==> config.mk <==
export PLATFORM = sky130hd
export DESIGN_NAME = rv32i_subset_decoder
export DESIGN_NICKNAME = d
export VERILOG_FILES = /design/src/design/rsd_pkg.sv /design/src/design/rv32i_subset_decoder.sv /design/src/design/rsd_in_stage.sv /design/src/design/rsd_decode.sv
export SDC_FILE = /design/constraint.sdc
export NUM_CORES = 1
export LEC_CHECK = 0
export BUFFER_PORTS_ARGS = -buffer_cell sky130_fd_sc_hd__buf_2
export CORE_AREA = 2 2 103 105
export DETAILED_ROUTE_END_ITERATION = 10
export DIE_AREA = 0 0 105 107
export GPL_TIMING_DRIVEN = 0
export PLACE_DENSITY_LB_ADDON = 0.2
export SLEW_MARGIN = 10
export SYNTH_ARGS = -nofsm -noshare
export SYNTH_HDL_FRONTEND = slang
export SYNTH_HIERARCHICAL = 1
export SYNTH_SLANG_ARGS = --single-unit
==> constraint.sdc <==
create_clock -name clk -period 8.9 [get_ports clk]
set_input_delay 0.445 -clock clk [delete_from_list [all_inputs] [get_ports clk]]
set_output_delay 0.445 -clock clk [all_outputs]
set_load 0.01 [all_outputs]
==> src/design/rsd_pkg.sv <==
// ============================================================================
// rsd_pkg: shared types and constants of the RV32I subset decoder
// Holds the opcode values, the format and operation codes, the control-word
// layout with its per-format values, and the decoded result record.
// ============================================================================
package rsd_pkg;

    localparam int INSTR_W = 32;
    localparam int IMM_W   = 21;
    localparam int CTRL_W  = 11;

    // Major opcodes (instruction bits 6:0).
    localparam logic [6:0] OPC_R      = 7'h33;
    localparam logic [6:0] OPC_LOAD   = 7'h03;
    localparam logic [6:0] OPC_OP_IMM = 7'h13;
    localparam logic [6:0] OPC_JALR   = 7'h67;
    localparam logic [6:0] OPC_STORE  = 7'h23;
    localparam logic [6:0] OPC_BRANCH = 7'h63;
    localparam logic [6:0] OPC_JAL    = 7'h6F;

    // funct7 value that marks an arithmetic right shift immediate.
    localparam logic [6:0] F7_ALT     = 7'h20;
    localparam logic [6:0] F7_ZERO    = 7'h00;

    // funct3 values that the decoder tests by name.
    localparam logic [2:0] F3_ADD     = 3'd0;
    localparam logic [2:0] F3_SLL     = 3'd1;
    localparam logic [2:0] F3_SLT     = 3'd2;
    localparam logic [2:0] F3_SLTU    = 3'd3;
    localparam logic [2:0] F3_XOR     = 3'd4;
    localparam logic [2:0] F3_SR      = 3'd5;
    localparam logic [2:0] F3_OR      = 3'd6;
    localparam logic [2:0] F3_AND     = 3'd7;

    typedef enum logic [2:0] {
        FMT_NONE = 3'd0,
        FMT_R    = 3'd1,
        FMT_I    = 3'd2,
        FMT_S    = 3'd3,
        FMT_SB   = 3'd4,
        FMT_UJ   = 3'd5
    } format_t;

    typedef enum logic [4:0] {
        OP_UNKNOWN, OP_ADD, OP_SUB, OP_SLL, OP_SLT, OP_SLTU, OP_XOR, OP_SRL,
        OP_SRA, OP_OR, OP_AND, OP_LB, OP_LH, OP_LW, OP_ADDI, OP_SLLI,
        OP_SLTI, OP_SLTIU, OP_XORI, OP_SRLI, OP_SRAI, OP_ORI, OP_ANDI,
        OP_JALR, OP_SB, OP_SH, OP_SW, OP_BEQ, OP_BNE, OP_BLT, OP_BGE, OP_JAL
    } op_t;

    // Control word fields, most significant first.
    typedef struct packed {
        logic       reg_write;
        logic [1:0] wb_sel;
        logic       mem_read;
        logic       alu_a_src;
        logic       alu_b_src;
        logic [1:0] branch;
        logic       mem_write;
        logic [1:0] alu_op;
    } ctrl_t;

    localparam logic [1:0] WB_MEM     = 2'd0;
    localparam logic [1:0] WB_ALU     = 2'd1;
    localparam logic [1:0] WB_PC4     = 2'd2;
    localparam logic [1:0] BR_NONE    = 2'd0;
    localparam logic [1:0] BR_COND    = 2'd1;
    localparam logic [1:0] BR_JUMP    = 2'd2;
    localparam logic [1:0] ALUOP_ADD  = 2'b00;
    localparam logic [1:0] ALUOP_BR   = 2'b01;
    localparam logic [1:0] ALUOP_FUNC = 2'b10;

    localparam ctrl_t CTRL_R      = '{1'b1, WB_ALU, 1'b0, 1'b0, 1'b0, BR_NONE, 1'b0, ALUOP_FUNC};
    localparam ctrl_t CTRL_LOAD   = '{1'b1, WB_MEM, 1'b1, 1'b0, 1'b1, BR_NONE, 1'b0, ALUOP_ADD};
    localparam ctrl_t CTRL_OP_IMM = '{1'b1, WB_ALU, 1'b0, 1'b0, 1'b1, BR_NONE, 1'b0, ALUOP_FUNC};
    localparam ctrl_t CTRL_JALR   = '{1'b1, WB_PC4, 1'b0, 1'b0, 1'b1, BR_JUMP, 1'b0, ALUOP_ADD};
    localparam ctrl_t CTRL_STORE  = '{1'b0, WB_MEM, 1'b0, 1'b0, 1'b1, BR_NONE, 1'b1, ALUOP_ADD};
    localparam ctrl_t CTRL_BRANCH = '{1'b0, WB_MEM, 1'b0, 1'b0, 1'b0, BR_COND, 1'b0, ALUOP_BR};
    localparam ctrl_t CTRL_JAL    = '{1'b1, WB_PC4, 1'b0, 1'b1, 1'b1, BR_JUMP, 1'b0, ALUOP_ADD};

    // One decoded instruction, packed lowest field last so that the record
    // maps straight onto the output tdata layout.
    typedef struct packed {
        ctrl_t              control;
        logic [IMM_W-1:0]   imm;
        logic [6:0]         f7;
        logic [2:0]         f3;
        logic [4:0]         rs2;
        logic [4:0]         rs1;
        logic [4:0]         rd;
        op_t                op;
        format_t            fmt;
    } result_t;

    localparam int RESULT_W = $bits(result_t);
    localparam int OUT_TDATA_W = ((RESULT_W + 7) / 8) * 8;

endpackage

==> src/design/rv32i_subset_decoder.sv <==
// ============================================================================
// rv32i_subset_decoder: RV32I subset instruction decoder
// Decodes one 32-bit instruction word per transaction into its format,
// operation, operand fields, immediate and control word.
// ============================================================================
// Path: input register, then result register, to the master side.
// Throughput: one instruction per cycle, set by the single decode pass
// between the two registers, while the master side is ready; under
// back-pressure the input register still takes a word while it is empty.
// Reset clears both valid flags and the held control word to zero.
module rv32i_subset_decoder (
    input  logic                            clk,
    input  logic                            rst_n,
    // Slave side.
    input  logic                            s_axis_tvalid,
    output logic                            s_axis_tready,
    // tdata [31:0]: instruction_word.
    input  logic [rsd_pkg::INSTR_W-1:0]     s_axis_tdata,
    // Master side.
    output logic                            m_axis_tvalid,
    input  logic                            m_axis_tready,
    // tdata, lowest bit up: format_kind [2:0], operation_code [7:3],
    // dest_reg [12:8], source_reg_one [17:13], source_reg_two [22:18],
    // func_three [25:23], func_seven [32:26], immediate_value [53:33]
    // (two's complement), control_word [64:54], zero fill [71:65].
    output logic [rsd_pkg::OUT_TDATA_W-1:0] m_axis_tdata
);
    import rsd_pkg::*;

    logic               in_valid;
    logic [INSTR_W-1:0] in_word;
    logic               advance;
    logic               out_free;
    result_t            decoded;

    logic               m_valid_reg;
    logic               m_valid_next;
    result_t            m_result_reg;

    // The control word lives in a register of its own so that an
    // unrecognized opcode can report the last valid control word.
    ctrl_t              held_control_reg;
    ctrl_t              held_control_next;

    // The result register can take a new transaction when it is empty or its
    // present one is being taken downstream this cycle.
    assign out_free = !m_valid_reg || m_axis_tready;
    assign advance  = in_valid && out_free;

    rsd_in_stage u_in_stage (
        .clk      (clk),
        .rst_n    (rst_n),
        .s_tvalid (s_axis_tvalid),
        .s_tready (s_axis_tready),
        .s_tdata  (s_axis_tdata),
        .advance  (advance),
        .valid    (in_valid),
        .word     (in_word)
    );

    rsd_decode u_decode (
        .word         (in_word),
        .held_control (held_control_reg),
        .result       (decoded)
    );

    always_comb
    begin
        m_valid_next      = m_valid_reg;
        held_control_next = held_control_reg;
        if (advance)
        begin
            m_valid_next      = 1'b1;
            // Unrecognized opcodes already carry the held value through.
            held_control_next = decoded.control;
        end
        else if (m_axis_tready)
        begin
            m_valid_next = 1'b0;
        end
    end

    always_ff @(posedge clk or negedge rst_n)
    begin
        if (!rst_n)
        begin
            m_valid_reg      <= 1'b0;
            held_control_reg <= '0;
        end
        else
        begin
            m_valid_reg      <= m_valid_next;
            held_control_reg <= held_control_next;
        end
    end

    always_ff @(posedge clk)
    begin
        if (advance)
        begin
            m_result_reg <= decoded;
        end
    end

    assign m_axis_tvalid = m_valid_reg;
    assign m_axis_tdata  = {{(OUT_TDATA_W-RESULT_W){1'b0}}, m_result_reg};

    // A decoded transaction always lands in the result register.
    a_advance_fills: assert property (@(posedge clk) disable iff (!rst_n)
        advance |=> m_valid_reg)
        else $error("decoded transaction did not reach the result register");

    // The presented control word is always the held one.
    a_ctrl_matches_held: assert property (@(posedge clk) disable iff (!rst_n)
        m_valid_reg |-> (m_result_reg.control == held_control_reg))
        else $error("result control word differs from held control word");

    // An unrecognized opcode reports nothing but the control word.
    a_none_is_empty: assert property (@(posedge clk) disable iff (!rst_n)
        (m_valid_reg && (m_result_reg.fmt == FMT_NONE)) |->
        ((m_result_reg.op == OP_UNKNOWN) && (m_result_reg.imm == '0) &&
         (m_result_reg.rd == '0) && (m_result_reg.rs1 == '0)))
        else $error("unrecognized opcode produced nonzero fields");

    // Store and branch formats have no destination register.
    a_no_rd_for_s_sb: assert property (@(posedge clk) disable iff (!rst_n)
        (m_valid_reg && ((m_result_reg.fmt == FMT_S) ||
                         (m_result_reg.fmt == FMT_SB))) |->
        (m_result_reg.rd == '0))
        else $error("store or branch reported a destination register");

    // The held control word only changes when a transaction is decoded.
    a_held_stable: assert property (@(posedge clk) disable iff (!rst_n)
        !advance |=> $stable(held_control_reg))
        else $error("held control word changed without a decode");

endmodule

==> src/design/rsd_in_stage.sv <==
// ============================================================================
// rsd_in_stage: input register of the decoder
// Captures one instruction word per transaction and holds it until the
// decode stage passes it on to the result register.
// ============================================================================
module rsd_in_stage (
    input  logic                        clk,
    input  logic                        rst_n,
    input  logic                        s_tvalid,
    output logic                        s_tready,
    input  logic [rsd_pkg::INSTR_W-1:0] s_tdata,
    input  logic                        advance,
    output logic                        valid,
    output logic [rsd_pkg::INSTR_W-1:0] word
);
    import rsd_pkg::*;

    logic               valid_reg;
    logic               valid_next;
    logic [INSTR_W-1:0] word_reg;
    logic               take;

    // The slot is free when empty or when its word leaves this cycle.
    assign s_tready = !valid_reg || advance;
    assign take     = s_tvalid && s_tready;

    always_comb
    begin
        valid_next = valid_reg;
        if (take)
        begin
            valid_next = 1'b1;
        end
        else if (advance)
        begin
            valid_next = 1'b0;
        end
    end

    always_ff @(posedge clk or negedge rst_n)
    begin
        if (!rst_n)
        begin
            valid_reg <= 1'b0;
        end
        else
        begin
            valid_reg <= valid_next;
        end
    end

    always_ff @(posedge clk)
    begin
        if (take)
        begin
            word_reg <= s_tdata;
        end
    end

    assign valid = valid_reg;
    assign word  = word_reg;

endmodule

==> src/design/rsd_decode.sv <==
// ============================================================================
// rsd_decode: combinational instruction field decoder
// Slices one instruction word into format, operation, register numbers,
// funct fields, immediate and control word.
// ============================================================================
module rsd_decode (
    input  logic [rsd_pkg::INSTR_W-1:0] word,
    input  rsd_pkg::ctrl_t              held_control,
    output rsd_pkg::result_t            result
);
    import rsd_pkg::*;

    logic [6:0]       opc;
    logic [4:0]       rd;
    logic [2:0]       f3;
    logic [4:0]       rs1;
    logic [4:0]       rs2;
    logic [6:0]       f7;
    logic [IMM_W-1:0] imm_i;
    logic [IMM_W-1:0] imm_s;
    logic [IMM_W-1:0] imm_sb;
    logic [IMM_W-1:0] imm_uj;
    logic [IMM_W-1:0] imm_shamt;

    assign opc = word[6:0];
    assign rd  = word[11:7];
    assign f3  = word[14:12];
    assign rs1 = word[19:15];
    assign rs2 = word[24:20];
    assign f7  = word[31:25];

    assign imm_i     = {{(IMM_W-12){word[31]}}, word[31:20]};
    assign imm_s     = {{(IMM_W-12){word[31]}}, word[31:25], word[11:7]};
    assign imm_sb    = {{(IMM_W-13){word[31]}}, word[31], word[7], word[30:25],
                        word[11:8], 1'b0};
    assign imm_uj    = {word[31], word[19:12], word[20], word[30:21], 1'b0};
    assign imm_shamt = {{(IMM_W-5){1'b0}}, rs2};

    always_comb
    begin
        result         = '0;
        result.fmt     = FMT_NONE;
        result.op      = OP_UNKNOWN;
        result.control = held_control;
        case (opc)
            OPC_R:
            begin
                result.fmt     = FMT_R;
                result.rd      = rd;
                result.rs1     = rs1;
                result.rs2     = rs2;
                result.f3      = f3;
                result.f7      = f7;
                result.control = CTRL_R;
                case (f3)
                    F3_ADD:  result.op = (f7 != F7_ZERO) ? OP_SUB : OP_ADD;
                    F3_SLL:  result.op = OP_SLL;
                    F3_SLT:  result.op = OP_SLT;
                    F3_SLTU: result.op = OP_SLTU;
                    F3_XOR:  result.op = OP_XOR;
                    F3_SR:   result.op = (f7 != F7_ZERO) ? OP_SRA : OP_SRL;
                    F3_OR:   result.op = OP_OR;
                    default: result.op = OP_AND;
                endcase
            end
            OPC_LOAD:
            begin
                result.fmt     = FMT_I;
                result.rd      = rd;
                result.rs1     = rs1;
                result.f3      = f3;
                result.imm     = imm_i;
                result.control = CTRL_LOAD;
                case (f3)
                    3'd0:    result.op = OP_LB;
                    3'd1:    result.op = OP_LH;
                    3'd2:    result.op = OP_LW;
                    default: result.op = OP_UNKNOWN;
                endcase
            end
            OPC_OP_IMM:
            begin
                result.fmt     = FMT_I;
                result.rd      = rd;
                result.rs1     = rs1;
                result.f3      = f3;
                result.imm     = imm_i;
                result.control = CTRL_OP_IMM;
                case (f3)
                    F3_ADD:  result.op = OP_ADDI;
                    F3_SLL:  result.op = OP_SLLI;
                    F3_SLT:  result.op = OP_SLTI;
                    F3_SLTU: result.op = OP_SLTIU;
                    F3_XOR:  result.op = OP_XORI;
                    F3_SR:
                    begin
                        // Right shifts carry the shift amount, not the full
                        // immediate; funct7 picks logical or arithmetic.
                        result.imm = imm_shamt;
                        if (f7 == F7_ZERO)
                        begin
                            result.op = OP_SRLI;
                        end
                        else if (f7 == F7_ALT)
                        begin
                            result.op = OP_SRAI;
                            result.f7 = F7_ALT;
                        end
                        else
                        begin
                            result.op = OP_UNKNOWN;
                        end
                    end
                    F3_OR:   result.op = OP_ORI;
                    default: result.op = OP_ANDI;
                endcase
            end
            OPC_JALR:
            begin
                result.fmt     = FMT_I;
                result.rd      = rd;
                result.rs1     = rs1;
                result.f3      = f3;
                result.imm     = imm_i;
                result.op      = OP_JALR;
                result.control = CTRL_JALR;
            end
            OPC_STORE:
            begin
                result.fmt     = FMT_S;
                result.rs1     = rs1;
                result.rs2     = rs2;
                result.f3      = f3;
                result.imm     = imm_s;
                result.control = CTRL_STORE;
                case (f3)
                    3'd0:    result.op = OP_SB;
                    3'd1:    result.op = OP_SH;
                    3'd2:    result.op = OP_SW;
                    default: result.op = OP_UNKNOWN;
                endcase
            end
            OPC_BRANCH:
            begin
                result.fmt     = FMT_SB;
                result.rs1     = rs1;
                result.rs2     = rs2;
                result.f3      = f3;
                result.imm     = imm_sb;
                result.control = CTRL_BRANCH;
                case (f3)
                    3'd0:    result.op = OP_BEQ;
                    3'd1:    result.op = OP_BNE;
                    3'd4:    result.op = OP_BLT;
                    3'd5:    result.op = OP_BGE;
                    default: result.op = OP_UNKNOWN;
                endcase
            end
            OPC_JAL:
            begin
                result.fmt     = FMT_UJ;
                result.rd      = rd;
                result.imm     = imm_uj;
                result.op      = OP_JAL;
                result.control = CTRL_JAL;
            end
            default:
            begin
                result.fmt = FMT_NONE;
            end
        endcase
    end

endmodule

==> results.py <==
metrics = {
    "clock_network": {
        "cts.path.max_buffers": 2,
        "cts_root_buffer": "sky130_fd_sc_hd__clkbuf_8",
        "hold_buffers": 1,
        "tritoncts_clock_tree": "done",
        "post_cts_clock_slew_at_the_launch_and_capture_registers_of_the_worst_setup_and_hold_paths_ps": 110,
        "insertion_delay_ps": 360,
        "cts-buffers-inserted": 9,
        "post-cts-setup-buffer-count": 0,
        "cts_htree_levels": 3,
        "tritoncts_num_sinks": 110,
        "cts.repair.resized": 0,
    },
    "sta": {
        "tightestPinTransition_ps": 828,
        "clock_skew_ps": 15.0,
        "timing.fmax_ghz": 0.396,
        "timing.final.max_slew_violations": 0,
        "setup_viol_count_final": 0,
        "pnr_worst_setup_slack_ps": 6370,
        "grt_setup_unrepaired": "no",
        "fin_setup_tns_ps": 0,
        "max-slew-margin-rel": 0.448,
        "final.min_clock_period_ps": 2530,
        "fin_crit_sh": 0.284,
        "hold_violations": 0,
    },
    "place": {
        "placement.io_buffers": 102,
        "half_perimeter_wire_length_of_the_detailed_placement_result_mm": 6.36,
        "gp_congestion": 0.859,
        "dp_cell_count": 558,
        "placement.setup.worst_slack_ps": 6280,
    },
    "route": {
        "drc_errors": 0,
        "detailedRoute.firstIterationViolations": 262,
        "drt-total-wl_mm": 9.27,
        "avgRoutedWirePerCell_um": 16.1,
        "drtAntennaViolNets": 0,
        "number_of_detailed_route_iterations_in_the_first_pass": 5,
        "route.detailed.vias_per_inst": 5.06,
        "route.vias.total": 2910,
    },
    "synth": {
        "leading_cell_types_by_total_area_after_synthesis": "sky130_fd_sc_hd__edfxtp_1 63%, sky130_fd_sc_hd__dfrtp_1 7.0%, sky130_fd_sc_hd__mux2_4 2.9%",
        "synthesis.instances": 314,
        "synth_fa_ha_area_frac": 0,
        "synth_ff_type": "sky130_fd_sc_hd__edfxtp_1",
        "syn-mean-instance-area_um2": 14.7,
        "post_synth_arst_share": 0.118,
        "synthTopCellsByCount": "97 x sky130_fd_sc_hd__edfxtp_1, 18 x sky130_fd_sc_hd__nor2_1, 15 x sky130_fd_sc_hd__and2_1, 15 x sky130_fd_sc_hd__nand2_1, 13 x sky130_fd_sc_hd__dfrtp_1",
        "synth-simple-area-share": 0.133,
        "share_of_the_synthesized_area_in_compound_gates_ao_oa_aoi_oai": 0.0858,
        "yosysWarningCount": 6,
        "post_synthesis_instance_area_um2": 4620,
        "yosys.cell_types.count": 58,
        "synth_top_family_by_area": "simple AND/OR/NAND/NOR gates",
        "synth-xor-area-share": 0.00758,
        "yosysMostFrequentCell": "sky130_fd_sc_hd__edfxtp_1",
        "number_of_enable_flip_flop_cells_after_synthesis": 97,
        "yosys_register_bits": 110,
        "netlist.area_leader.share": 0.630,
        "post-synth-top-area-cell": "sky130_fd_sc_hd__edfxtp_1",
        "synth_sequential_area_ratio": 0.701,
        "post_synth_mux_area_share": 0.0366,
    },
    "setup_path": {
        "reg2reg_start": "m_axis_tvalid",
        "critical_path.max_stage_delay_ps": 580,
        "crit_path_top_delay_cell": "sky130_fd_sc_hd__inv_4",
        "setup.worst_path.end_class": "output port",
        "path_buf_inv": 3,
        "register_to_register_path_depth": 6,
        "endpoint_of_the_most_critical_register_to_register_path": "u_in_stage/word[6]",
        "most_used_cell_cp": "sky130_fd_sc_hd__nand2b_4",
        "critPathMaxFanout": 66,
        "rrSetupSlack_ps": 6490,
        "cp_data_required_time_ps": 8460,
        "path_class": "flop to output port",
        "setup.worst_path.start_class": "flop",
        "cp_data_arrival_time_ps": 2080,
        "crit_path_cell_trace": "nand2b_4 -> nand2_4 -> buf_6 -> inv_4 -> nand2b_4 -> buf_2",
        "critical_path.top_delay_family": "buffers and inverters",
    },
    "cells_and_area": {
        "multi_input_area_um2": 1240,
        "drive_above_1_share": 0.380,
        "number_of_flip_flops_in_the_largest_register": 65,
        "finalNonFillerCells": 575,
        "nFillCells": 882,
        "antenna_cells_inserted": 0,
        "sequential_cell_area_um2": 3240,
        "layout-area-overhead-vs-synth_pct": 19.3,
        "layout.nets": 470,
    },
    "grt": {
        "globalRouteTotalUtil": 0.164,
        "grt_first_pass_wirelength_mm": 14.2,
        "number_of_global_route_vias_before_repair": 2733,
        "grt_antenna_before_repair": 0,
        "grt.overflow.total": 0,
        "maximum_number_of_pins_on_one_net_before_global_route_repair": 67,
    },
    "floorplanning": {
        "coreArea_um2": 10100,
        "core_rows": 37,
        "floorplan.initialDensity": 0.458,
        "chipWidth_um": 105,
        "fp.dieArea_um2": 11200,
        "io_pins": 110,
        "die_h_um": 107,
    },
    "worst_hold_path": {
        "worst_hold_path.endpoint": "u_in_stage/word[18]",
        "hold-path-cell-count": 1,
        "worstHoldStart": "s_axis_tdata[18]",
        "hold_path_class": "input pin to flop",
    },
    "power": {
        "power_mw": 1.12,
        "power_per_cell_area_nw_per_um2": 204,
        "ir_worst_vdd_mv": 0.0999,
        "p_leak_nw": 2.33,
    },
    "status": {
        "status": "complete, no violations",
    },
    "run": {
        "timing.max_cap.violations": 0,
    },
}
metrics by stage:
stage	hold slack, ps	utilization	cell area [um^2]
6_report	249	0.546	5510
5_1_grt	232	0.546	5510
4_1_cts	234	0.546	5510
3_5_place_dp	349	0.528	5330
3_3_place_gp	347	0.528	5320
2_1_floorplan	149	-	4640
layout make-up:
cell class	count	share of cell area
Tap cell	136	0.0309
Clock buffer	10	0.0232
Multi-Input combinational cell	181	0.225
Timing Repair Buffer	103	0.0945
Sequential cell	110	0.588
Clock inverter	6	0.00840
Buffer	21	0.0241
Inverter	8	0.00590
routing by layer:
layer / part of all wire / GRT usage
met5: 0 / 0
met4: 0.010 / 0.0562
met3: 0.054 / 0.0249
met2: 0.47 / 0.252
met1: 0.47 / 0.241
where the power goes:
part / internal [mW] / switching, mW
clock network: 0.104 / 0.168
logic: 0.0842 / 0.0976
registers: 0.641 / 0.0281
total: 0.830 / 0.294
kinds of logic after synthesis:
family / after synthesis
AOI/OAI and AO/OA: 57
xor gates and xnor gates: 4
buffers and inverters: 29
DFF: 110
muxes: 12
other: 1
and+or+nand+nor: 101
cell usage in the layout, fill, tap and decap left out, types with 2 or more instances in the layout:
master,count
sky130_fd_sc_hd__a32oi_1,2
sky130_fd_sc_hd__a22o_1,4
sky130_fd_sc_hd__conb_1,7
sky130_fd_sc_hd__or3_1,2
sky130_fd_sc_hd__inv_1,7
sky130_fd_sc_hd__nor3_2,2
sky130_fd_sc_hd__and2_2,2
sky130_fd_sc_hd__nor2_1,18
sky130_fd_sc_hd__o21ai_0,10
sky130_fd_sc_hd__a31oi_1,3
sky130_fd_sc_hd__mux2_2,3
sky130_fd_sc_hd__xor2_1,2
sky130_fd_sc_hd__nand3b_1,2
sky130_fd_sc_hd__clkbuf_1,4
sky130_fd_sc_hd__clkinv_4,3
sky130_fd_sc_hd__or2_2,3
sky130_fd_sc_hd__nand3_1,3
sky130_fd_sc_hd__buf_2,109
sky130_fd_sc_hd__nor2b_1,12
sky130_fd_sc_hd__edfxtp_1,97
sky130_fd_sc_hd__nand2b_4,2
sky130_fd_sc_hd__nor3_1,7
sky130_fd_sc_hd__nand2b_1,3
sky130_fd_sc_hd__a21oi_1,12
sky130_fd_sc_hd__and2_1,15
sky130_fd_sc_hd__o2111ai_1,2
sky130_fd_sc_hd__nand2_1,15
sky130_fd_sc_hd__buf_4,10
sky130_fd_sc_hd__nor2_2,2
sky130_fd_sc_hd__a21o_1,12
sky130_fd_sc_hd__clkbuf_8,9
sky130_fd_sc_hd__dfrtp_1,13
sky130_fd_sc_hd__xnor2_1,2
sky130_fd_sc_hd__mux2_4,9
worst max path at each step:
| stage | startpoint | to | slack (ps) | depth (start not counted) |
|---|---|---|---|---|
| 2_1_floorplan | m_axis_tready | u_in_stage/word[0] | 5740 | 6 |
| 3_3_place_gp | m_axis_tready | u_in_stage/word[25] | 4980 | 7 |
| 3_5_place_dp | m_axis_tready | u_in_stage/word[28] | 6280 | 7 |
| 4_1_cts | m_axis_tvalid | s_axis_tready | 6300 | 6 |
| 5_1_grt | m_axis_tvalid | s_axis_tready | 6210 | 6 |
| 6_report | m_axis_tvalid | s_axis_tready | 6370 | 6 |
No activity file was read; power rests on OpenSTA's default activity.
